$ cat src/rtl/cck_pkg.sv
// Shared types, constants and calendar helper functions for the second-tick calendar clock.
package cck_pkg;

    localparam int unsigned HOUR_W   = 5;
    localparam int unsigned MINUTE_W = 6;
    localparam int unsigned SECOND_W = 6;
    localparam int unsigned DAY_W    = 5;
    localparam int unsigned MONTH_W  = 4;
    localparam int unsigned YEAR_W   = 14;

    localparam int unsigned YEAR_MAX = 9999;

    localparam logic [SECOND_W-1:0] SECOND_LAST = SECOND_W'(59);
    localparam logic [MINUTE_W-1:0] MINUTE_LAST = MINUTE_W'(59);
    localparam logic [HOUR_W-1:0]   HOUR_LAST   = HOUR_W'(23);
    localparam logic [MONTH_W-1:0]  MONTH_LAST  = MONTH_W'(12);
    localparam logic [MONTH_W-1:0]  MONTH_FEB   = MONTH_W'(2);
    localparam logic [DAY_W-1:0]    FEB_LEAP    = DAY_W'(29);
    localparam logic [YEAR_W-1:0]   YEAR_LAST   = YEAR_W'(YEAR_MAX);

    // Multiplicative inverse of 25 modulo 2**14 and the largest 14-bit
    // multiple quotient. A year is a multiple of 25 exactly when its product
    // with the inverse, kept to 14 bits, does not exceed the limit.
    localparam logic [YEAR_W-1:0] INV25       = YEAR_W'(7209);
    localparam logic [YEAR_W-1:0] DIV25_LIMIT = YEAR_W'(655);

    localparam logic [DAY_W-1:0] MONTH_DAYS [16] = '{
        DAY_W'(31), DAY_W'(31), DAY_W'(28), DAY_W'(31),
        DAY_W'(30), DAY_W'(31), DAY_W'(30), DAY_W'(31),
        DAY_W'(31), DAY_W'(30), DAY_W'(31), DAY_W'(30),
        DAY_W'(31), DAY_W'(31), DAY_W'(31), DAY_W'(31)
    };

    typedef enum logic {
        CMD_TICK = 1'b0,
        CMD_LOAD = 1'b1
    } cmd_t;

    typedef struct packed {
        cmd_t                command;
        logic [HOUR_W-1:0]   load_hours;
        logic [MINUTE_W-1:0] load_minutes;
        logic [SECOND_W-1:0] load_seconds;
        logic [DAY_W-1:0]    load_day;
        logic [MONTH_W-1:0]  load_month;
        logic [YEAR_W-1:0]   load_year;
    } req_t;

    typedef struct packed {
        logic [HOUR_W-1:0]   hours;
        logic [MINUTE_W-1:0] minutes;
        logic [SECOND_W-1:0] seconds;
        logic [DAY_W-1:0]    day;
        logic [MONTH_W-1:0]  month;
        logic [YEAR_W-1:0]   year;
    } cal_t;

    typedef struct packed {
        logic [HOUR_W-1:0]   hours;
        logic [MINUTE_W-1:0] minutes;
        logic [SECOND_W-1:0] seconds;
        logic [DAY_W-1:0]    day;
        logic [MONTH_W-1:0]  month;
        logic [YEAR_W-1:0]   year;
        logic                day_rolled;
        logic                load_rejected;
    } rsp_t;

    // Gregorian rule: divisible by 4 and not by 100, or divisible by 400.
    // With the factor 4 known, 100 and 400 reduce to the factor 25.
    function automatic logic leap_year(input logic [YEAR_W-1:0] y);
        logic [2*YEAR_W-1:0] prod;
        logic                div25;
        prod  = y * INV25;
        div25 = (prod[YEAR_W-1:0] <= DIV25_LIMIT);
        return ((y[1:0] == 2'b00) && !div25) || ((y[3:0] == 4'b0000) && div25);
    endfunction

    function automatic logic [DAY_W-1:0] month_length(input logic [MONTH_W-1:0] m,
                                                      input logic [YEAR_W-1:0]  y);
        logic [DAY_W-1:0] len;
        len = MONTH_DAYS[m];
        if ((m == MONTH_FEB) && leap_year(y))
        begin
            len = FEB_LEAP;
        end
        return len;
    endfunction

endpackage

$ cat src/rtl/cck_if.sv
// Valid/ready channel interfaces for requests and results of the calendar clock.
interface cck_req_if;
    logic          valid;
    logic          ready;
    cck_pkg::req_t data;

    modport source (output valid, output data, input ready);
    modport sink   (input valid, input data, output ready);
endinterface

interface cck_rsp_if;
    logic          valid;
    logic          ready;
    cck_pkg::rsp_t data;

    modport source (output valid, output data, input ready);
    modport sink   (input valid, input data, output ready);
endinterface

$ cat src/rtl/calendar_clock_second_tick.sv
// Calendar clock: each tick request adds one second to a Gregorian date and time of day
// (starting at 00:00:00 on 1 January of year 1 after reset), and each load request replaces
// the date and time if every value is valid, otherwise it is refused with load_rejected set.
// One request is taken per clock cycle while results drain; each gives exactly one result,
// which passes through the input register and then the result register. A single update
// stage lies between them, and its longest path is the 14-bit leap-year multiply and
// compare feeding the month-length check. Results are held in the output register while
// rsp.ready is low, and the input register keeps taking requests as long as that register
// drains.
module calendar_clock_second_tick (
    input  logic      clk,
    input  logic      rst_n,
    cck_req_if.sink   req,
    cck_rsp_if.source rsp
);

    logic          held_valid;
    cck_pkg::req_t held_req;
    logic          advance;
    cck_pkg::cal_t state_reg;
    cck_pkg::cal_t state_next;
    logic          rolled;
    logic          rejected;
    logic          rsp_valid_reg;
    cck_pkg::rsp_t rsp_reg;

    assign advance = held_valid && (!rsp_valid_reg || rsp.ready);

    cck_in_stage u_in_stage (
        .clk        (clk),
        .rst_n      (rst_n),
        .req        (req),
        .advance    (advance),
        .held_valid (held_valid),
        .held_req   (held_req)
    );

    cck_next u_next (
        .cur      (state_reg),
        .req      (held_req),
        .nxt      (state_next),
        .rolled   (rolled),
        .rejected (rejected)
    );

    always_ff @(posedge clk or negedge rst_n)
    begin
        if (!rst_n)
        begin
            state_reg.hours   <= '0;
            state_reg.minutes <= '0;
            state_reg.seconds <= '0;
            state_reg.day     <= cck_pkg::DAY_W'(1);
            state_reg.month   <= cck_pkg::MONTH_W'(1);
            state_reg.year    <= cck_pkg::YEAR_W'(1);
            rsp_valid_reg     <= 1'b0;
        end
        else
        begin
            if (advance)
            begin
                state_reg <= state_next;
            end
            if (advance)
            begin
                rsp_valid_reg <= 1'b1;
            end
            else if (rsp.ready)
            begin
                rsp_valid_reg <= 1'b0;
            end
        end
    end

    always_ff @(posedge clk)
    begin
        if (advance)
        begin
            rsp_reg.hours         <= state_next.hours;
            rsp_reg.minutes       <= state_next.minutes;
            rsp_reg.seconds       <= state_next.seconds;
            rsp_reg.day           <= state_next.day;
            rsp_reg.month         <= state_next.month;
            rsp_reg.year          <= state_next.year;
            rsp_reg.day_rolled    <= rolled;
            rsp_reg.load_rejected <= rejected;
        end
    end

    assign rsp.valid = rsp_valid_reg;
    assign rsp.data  = rsp_reg;

    // A refused load must leave the date and time untouched.
    a_reject_keeps_state: assert property (@(posedge clk) disable iff (!rst_n)
        advance && rejected |=> $stable(state_reg))
        else $error("refused load changed the clock state");

    // A pending result always shows the current state.
    a_result_matches_state: assert property (@(posedge clk) disable iff (!rst_n)
        rsp_valid_reg |-> (rsp_reg.hours == state_reg.hours)
                       && (rsp_reg.minutes == state_reg.minutes)
                       && (rsp_reg.seconds == state_reg.seconds)
                       && (rsp_reg.day == state_reg.day)
                       && (rsp_reg.month == state_reg.month)
                       && (rsp_reg.year == state_reg.year))
        else $error("result does not match clock state");

    a_state_in_range: assert property (@(posedge clk) disable iff (!rst_n)
        (state_reg.seconds <= cck_pkg::SECOND_LAST)
        && (state_reg.minutes <= cck_pkg::MINUTE_LAST)
        && (state_reg.hours <= cck_pkg::HOUR_LAST)
        && (state_reg.month != '0) && (state_reg.month <= cck_pkg::MONTH_LAST)
        && (state_reg.day != '0)
        && (state_reg.year != '0) && (state_reg.year <= cck_pkg::YEAR_LAST))
        else $error("clock state out of range");

    a_rollover_at_midnight: assert property (@(posedge clk) disable iff (!rst_n)
        rsp_valid_reg && rsp_reg.day_rolled |-> (rsp_reg.hours == '0)
                                             && (rsp_reg.minutes == '0)
                                             && (rsp_reg.seconds == '0)
                                             && !rsp_reg.load_rejected)
        else $error("day rollover flagged away from midnight");

endmodule

$ cat src/rtl/cck_in_stage.sv
// Input register that holds one request until the update stage takes it.
module cck_in_stage (
    input  logic          clk,
    input  logic          rst_n,
    cck_req_if.sink       req,
    input  logic          advance,
    output logic          held_valid,
    output cck_pkg::req_t held_req
);

    logic          valid_reg;
    logic          valid_next;
    cck_pkg::req_t data_reg;

    // The register may refill in the same cycle that its content moves on.
    assign req.ready = !valid_reg || advance;

    always_comb
    begin
        valid_next = valid_reg;
        if (req.ready)
        begin
            valid_next = req.valid;
        end
    end

    always_ff @(posedge clk or negedge rst_n)
    begin
        if (!rst_n)
        begin
            valid_reg <= 1'b0;
        end
        else
        begin
            valid_reg <= valid_next;
        end
    end

    always_ff @(posedge clk)
    begin
        if (req.valid && req.ready)
        begin
            data_reg <= req.data;
        end
    end

    assign held_valid = valid_reg;
    assign held_req   = data_reg;

endmodule

$ cat src/rtl/cck_next.sv
// Next-state logic: one-second carry chain with calendar rollover, or a checked load.
module cck_next (
    input  cck_pkg::cal_t cur,
    input  cck_pkg::req_t req,
    output cck_pkg::cal_t nxt,
    output logic          rolled,
    output logic          rejected
);

    logic                         sec_wrap;
    logic                         min_wrap;
    logic                         hour_wrap;
    logic [cck_pkg::DAY_W-1:0]    cur_len;
    logic [cck_pkg::DAY_W-1:0]    load_len;
    logic                         load_ok;
    cck_pkg::cal_t                tick_cal;

    assign sec_wrap  = (cur.seconds >= cck_pkg::SECOND_LAST);
    assign min_wrap  = sec_wrap && (cur.minutes >= cck_pkg::MINUTE_LAST);
    assign hour_wrap = min_wrap && (cur.hours >= cck_pkg::HOUR_LAST);

    assign cur_len  = cck_pkg::month_length(cur.month, cur.year);
    assign load_len = cck_pkg::month_length(req.load_month, req.load_year);

    assign load_ok = (req.load_hours <= cck_pkg::HOUR_LAST)
                  && (req.load_minutes <= cck_pkg::MINUTE_LAST)
                  && (req.load_seconds <= cck_pkg::SECOND_LAST)
                  && (req.load_month != '0)
                  && (req.load_month <= cck_pkg::MONTH_LAST)
                  && (req.load_year != '0)
                  && (req.load_year <= cck_pkg::YEAR_LAST)
                  && (req.load_day != '0)
                  && (req.load_day <= load_len);

    always_comb
    begin
        tick_cal = cur;
        tick_cal.seconds = sec_wrap ? '0 : cur.seconds + cck_pkg::SECOND_W'(1);
        if (sec_wrap)
        begin
            tick_cal.minutes = min_wrap ? '0 : cur.minutes + cck_pkg::MINUTE_W'(1);
        end
        if (min_wrap)
        begin
            tick_cal.hours = hour_wrap ? '0 : cur.hours + cck_pkg::HOUR_W'(1);
        end
        if (hour_wrap)
        begin
            if (cur.day < cur_len)
            begin
                tick_cal.day = cur.day + cck_pkg::DAY_W'(1);
            end
            else if (cur.month >= cck_pkg::MONTH_LAST)
            begin
                tick_cal.day   = cck_pkg::DAY_W'(1);
                tick_cal.month = cck_pkg::MONTH_W'(1);
                tick_cal.year  = (cur.year >= cck_pkg::YEAR_LAST) ? cck_pkg::YEAR_W'(1)
                                                                  : cur.year + cck_pkg::YEAR_W'(1);
            end
            else
            begin
                tick_cal.day   = cck_pkg::DAY_W'(1);
                tick_cal.month = cur.month + cck_pkg::MONTH_W'(1);
            end
        end
    end

    always_comb
    begin
        nxt      = cur;
        rolled   = 1'b0;
        rejected = 1'b0;
        case (req.command)
            cck_pkg::CMD_TICK:
            begin
                nxt    = tick_cal;
                rolled = hour_wrap;
            end
            cck_pkg::CMD_LOAD:
            begin
                if (load_ok)
                begin
                    nxt.hours   = req.load_hours;
                    nxt.minutes = req.load_minutes;
                    nxt.seconds = req.load_seconds;
                    nxt.day     = req.load_day;
                    nxt.month   = req.load_month;
                    nxt.year    = req.load_year;
                end
                else
                begin
                    rejected = 1'b1;
                end
            end
            default:
            begin
                nxt = cur;
            end
        endcase
    end

endmodule
$ cat src/flat_wrapper.sv
// flat-port wrapper written by rule: the top's interface ports become plain ports
module calendar_clock_second_tick_flat 
  (clk, rst_n, req_valid, req_data, req_ready, rsp_valid, rsp_data, rsp_ready);
  cck_req_if req_i ();
  cck_rsp_if rsp_i ();
  input  logic clk;
  input  logic rst_n;
  input wire logic [$bits(req_i.valid)-1:0] req_valid;
  input wire logic [$bits(req_i.data)-1:0] req_data;
  output wire logic [$bits(req_i.ready)-1:0] req_ready;
  output wire logic [$bits(rsp_i.valid)-1:0] rsp_valid;
  output wire logic [$bits(rsp_i.data)-1:0] rsp_data;
  input wire logic [$bits(rsp_i.ready)-1:0] rsp_ready;
  assign req_i.valid = req_valid;
  assign req_i.data = req_data;
  assign req_ready = req_i.ready;
  assign rsp_valid = rsp_i.valid;
  assign rsp_data = rsp_i.data;
  assign rsp_i.ready = rsp_ready;
  calendar_clock_second_tick u_core (.clk(clk), .rst_n(rst_n), .req(req_i), .rsp(rsp_i));
endmodule
$ cat config.mk
export PLATFORM = sky130hd
export DESIGN_NAME = calendar_clock_second_tick_flat
export DESIGN_NICKNAME = d
export VERILOG_FILES = /design/src/rtl/cck_pkg.sv /design/src/rtl/cck_if.sv /design/src/rtl/calendar_clock_second_tick.sv /design/src/rtl/cck_in_stage.sv /design/src/rtl/cck_next.sv /design/src/flat_wrapper.sv
export SDC_FILE = /design/constraint.sdc
export NUM_CORES = 1
export LEC_CHECK = 0
export BUFFER_PORTS_ARGS = -buffer_cell sky130_fd_sc_hd__buf_2
export CORE_MARGIN = 2
export CORE_UTILIZATION = 65
export DETAILED_ROUTE_END_ITERATION = 10
export PLACE_DENSITY = 0.84
export SETUP_SLACK_MARGIN = 0.3
export SLEW_MARGIN = 20
export SYNTH_ARGS = -nofsm -noshare
export SYNTH_HDL_FRONTEND = slang
export SYNTH_SLANG_ARGS = --single-unit
$ cat constraint.sdc
create_clock -name clk -period 13.35 [get_ports clk]
set_clock_uncertainty 0.15 [all_clocks]
set_input_delay 1.335 -clock clk [delete_from_list [all_inputs] [get_ports clk]]
set_output_delay 1.335 -clock clk [all_outputs]
set_load 0.1 [all_outputs]
# == After elaboration in Yosys (flattened, before gate mapping) ==
# Memories as Yosys holds them, arrays and structs flattened.
# Cells that the tools add are included.
# word_totals
rom_bits,160
n_memories,2
wordCells,110
ff_bits,125
in_bits,45
# memory_table
memory,depth,width,rd,rd_clocked_by_memory_dff,write_ports,line,text
(name not given),16,5,1,0,0,cck_pkg.sv:82,len = MONTH_DAYS[m];
(name not given),16,5,1,0,0,cck_pkg.sv:82,
# classes
n_addsub,6
n_mux,22
multipliers,2
magnitude_cmp,16
eq_ne,2
reduce_logical,34
bitwise,3
# ops
cell,count
one-hot mux 40 bit (2 select lines),1
2-to-1 mux 5 bit,9
2-to-1 mux 40 bit,1
"<= comparator 14 x 10 -> 1 bit, second input constant",2
"multiplier 14 x 13 -> 14 bit, second input constant",2
2-to-1 mux 14 bit,2
2-to-1 mux 23 bit,1
logical AND 1 bit,18
2-to-1 mux 18 bit,1
2-to-1 mux 6 bit,3
">= comparator 5 bit, second input constant",3
"adder 14 x 1 -> 14 bit, second input constant",1
">= comparator 14 bit, second input constant",1
"<= comparator 14 bit, second input constant",1
nonzero test 14 bit,1
"adder 6 x 1 -> 6 bit, second input constant",2
">= comparator 6 bit, second input constant",2
"<= comparator 6 bit, second input constant",2
"adder 5 x 1 -> 5 bit, second input constant",2
NOT 4 -> 5 bit,2
"equality test 4 x 2 -> 1 bit, second input constant",2
logical NOT 4 bit,2
<= comparator 5 bit,1
"<= comparator 5 bit, second input constant",1
other kinds (13),22

# == Longest topological paths before layout ==
# logic_depth
ltp_word,11
mapped_depth,27

# == By module ==
# A second synthesis with hierarchy kept.
# hier_totals
cells_unflattened,725
hier_area_um2,8509.4
# modules_own_cells
mod,cells_each,n_inst,area_each_um2
cck_next,549,1,4256.6
calendar_clock_second_tick,131,1,2967.8
cck_in_stage,45,1,1285.0

# == Least setup slack after synthesis ==
# OpenSTA, ideal clock, no wires.
# synth_path
kind,reg2reg
from,register u_core.u_in_stage.data_reg (netlist bit u_core.u_in_stage.held_req[0])
to,register u_core.rsp_reg (netlist bit u_core.rsp.data[4]) (data pin)
path_stages_with_launch,19
t_arrival_ps,5087
n_path_buf,3
slack_ps,7842
cell_sequence,edfxtp_1 -> fa_1 -> ha_1 -> ha_1 -> fa_1 -> fa_1 -> ha_1 -> o311ai_0 -> nand3_1 -> o21a_1 -> ha_1 -> a21oi_1 -> o21ai_0 -> nand4_1 -> buf_2 -> buf_2 -> buf_2 -> mux2i_1 -> o22ai_1
# synth_lines
element,line,text
start: declaration,cck_in_stage.sv:13,cck_pkg::req_t data_reg;
start signal: assignment,cck_in_stage.sv:43,data_reg <= req.data;
end: declaration,calendar_clock_second_tick.sv:25,cck_pkg::rsp_t rsp_reg;

==> results by group <==
Drt
  – Vias: 6910
  – Number of vias per cell: 6.26
  – Final WL: 20100 µm
  – Post-DRT Antenna Nets: 0
  – Remaining DRCs: 0
  – Wire per inst: 18.2 µm
  – DR iter-0 viols: 636
  – Drt pass-1 iters: 6

Timing
  – Fin crit period: 6.24 ns
  – Max Clk Rate: 0.160 GHz
  – RSZ-0062 raised after global routing: false
  – Setup violations, final: 0
  – Final period util: 0.467
  – Setup TNS: 0 ns
  – Slew headroom: 0.306
  – Worst slew pin tran: 1.04 ns
  – Fin. Hold Viols: 0
  – Fin. max-slew vios: 0

Power and ir drop
  – Leakage: 4.32 nW
  – Power, Total: 2.26 mW
  – Pwr Density: 232 nW/µm²
  – Maximum vdd drop: 0.122 mV

Clocking
  – Post-CTS resize count: 0
  – Worst skew pair latency: 0.43 ns
  – Clk sink count: 125
  – Maximum clock path buffer count: 2
  – # hold bufs at CTS: 0
  – H-tree depth: 4
  – CTS tree: yes
  – # Post-CTS Setup Buffers: 0
  – CTS clk-pin slew, worst paths: 0.06 ns
  – Clock root cell: clkbuf_16
  – Num CTS Buffers: 17

Global routing
  – Total gr overflow: 0
  – First-pass GRT wire length: 32900 µm
  – GRT Overall Usage: 0.294
  – Initial antenna violation count: 0
  – Vias in the first global route: 6664
  – Largest net degree at the start of global routing: 56

Cells and area
  – Most common cell after layout, fill and taps aside: ha_1
  – Max reg flops: 42
  – Area grow syn2layout: 12.3%
  – Nets: 1069
  – Ant. Diodes: 0
  – Commonest cells after routing, fill and taps aside: ha_1, buf_2, inv_1
  – Share of layout cells above drive strength 1: 0.175

Placement
  – Post-DP HPWL: 14200 µm
  – PortBufs: 88
  – Routability cong.: 0.878

Synthesis
  – Synth top area cells: edfxtp_1, ha_1, dfrtp_1, fa_1, inv_1
  – Syn Nets: 996
  – Synth async-reset ratio: 0.336
  – Cell taking the most area after synthesis: edfxtp_1
  – Share of the synthesized area in the top cell type: 0.286
  – Top FF cell, synth: edfxtp_1
  – Sequential fraction of the synthesis area: 0.408
  – Synthesized area: 8700 µm²
  – FF+latch count, synth: 125
  – Syn_area_per_cell: 10.4 µm²
  – Gate Count Post-Synth: 841
  – Warnings, synthesis: 0
  – Netlist cell types: 71
  – Post-synth EDFFs: 83

Critical path
  – Crit path required time: 13.51 ns
  – Crit end category: flip-flop
  – Crit path top cell by count: ha_1
  – Worst setup path category: flip-flop to flip-flop
  – Reg2reg end: u_core.state_reg[27]$_DFFE_PN0P_
  – Worst path arrival time: 6.40 ns
  – RR Startpoint: u_core.u_in_stage.held_req[3]$_DFFE_PP_
  – Slowest CP cell: edfxtp_1
  – Critical path launch point type: flip-flop
  – CP startpoint: u_core.u_in_stage.held_req[3]$_DFFE_PP_
  – R2r setup slk: 7.11 ns
  – FF-to-FF path depth: 25
  – Slowest stage delay, CP: 0.51 ns
  – Crit-path max FO: 19

Die
  – DIE AREA: 14300 µm²
  – Core area: 13100 µm²
  – Site Rows: 42
  – Die height: 120 µm
  – Initial core utilization: 0.663
  – DIE WIDTH: 120 µm
  – Ports: 89

Min path
  – Hold Path End: u_core.rsp.valid$_DFFE_PN0P_
  – Min-delay src: u_core.u_in_stage.held_valid$_DFFE_PN0N_
  – Worst min-delay path class: flip-flop to flip-flop
  – Hold Path Depth: 1

Run status
  – Outcome: completed

Flow run
  – Max-cap violation count: 0
where the power goes:
group / switching [mW] / leakage (nW) / internal (mW)
clock network: 0.176 / 0.252 / 0.236
logic: 0.745 / 2.76 / 0.483
registers: 0.118 / 1.31 / 0.506
cell type report:
class | count | area, µm²
Fill cell | 921 | 3360
Inverter | 87 | 327
Clock inverter | 14 | 95.1
Multi-Input combinational cell | 587 | 4650
Sequential cell | 125 | 3550
Timing Repair Buffer | 96 | 503
Clock buffer | 18 | 429
Tap cell | 176 | 220
worst max-delay path, delay by kind of cell (launching register included):
family	cells	cell delay, ns
AO/OA/AOI/OAI	8	1.58
AND/OR/NAND/NOR	4	0.77
adder cells (fa/ha/maj)	7	2.31
flip-flops	1	0.51
buffers and inverters	4	0.48
XOR/XNOR	1	0.07
multiplexers	1	0.27
through the flow:
| stage | hold WS, ns | instance area [µm²] | cells | setup WS (ns) | utilization |
|---|---|---|---|---|---|
| 2_1_floorplan | 0.307 | 8700 | 841 | 7.84 | - |
| 3_3_place_gp | 0.331 | 9250 | 1071 | 7.55 | 0.704 |
| 3_5_place_dp | 0.355 | 9250 | 1071 | 7.35 | 0.704 |
| 4_1_cts | 0.368 | 9770 | 1103 | 7.17 | 0.744 |
| 5_1_grt | 0.392 | 9780 | 1103 | 6.58 | 0.744 |
| 6_report | 0.365 | 9780 | 1103 | 7.11 | 0.744 |
layer usage:
metal | up-vias | track usage | share of wire
li1 | 3202 | - | -
met1 | 3303 | 0.400 | 0.41
met2 | 355 | 0.466 | 0.48
met3 | 50 | 0.0461 | 0.073
met4 | 0 | 0.136 | 0.031
met5 | - | 0 | 0
synthesized netlist by cell type, drive strengths merged (3+ instances only):
library cell and count:
a211oi 4, a21o 9, a21oi 27, a221o 9
a221oi 4, a22o 7, a22oi 7, a31oi 6
a32oi 3, and2 5, and3 4, buf 14
clkbuf 28, dfrtp 39, dfstp 3, edfxtp 83
fa 22, ha 88, inv 86, mux2 19
mux2i 19, nand2 67, nand2b 10, nand3 27
nand4 13, nor2 50, nor2b 4, nor3 14
nor4 7, o2111ai 3, o211ai 4, o21a 4
o21ai 46, o221ai 3, o22ai 19, o31ai 3
o41ai 4, xnor2 26, xor2 19
kinds of logic (layout without fill, tap and decap cells):
family | count (synthesis) | count (layout) | synth area share
AO/OA/AOI/OAI | 179 | 179 | 0.141
AND/OR/NAND/NOR | 214 | 214 | 0.121
flip-flops | 125 | 125 | 0.408
multiplexers | 38 | 38 | 0.0464
XOR/XNOR | 46 | 46 | 0.0487
adder cells (fa/ha/maj) | 110 | 110 | 0.177
buffers and inverters | 129 | 215 | 0.0579
how the worst max path moves through the flow:
stage	slack, ns	to	cells past startpoint
2_1_floorplan	7.84	u_core.rsp.data[4]$_DFFE_PP_	18
3_3_place_gp	7.55	u_core.state_reg[28]$_DFFE_PN0P_	25
3_5_place_dp	7.35	u_core.state_reg[39]$_DFFE_PN0P_	25
4_1_cts	7.17	u_core.state_reg[27]$_DFFE_PN0P_	25
5_1_grt	6.58	u_core.state_reg[22]$_DFFE_PN0P_	25
6_report	7.11	u_core.state_reg[27]$_DFFE_PN0P_	25
(Power assumes the default switching activity.)
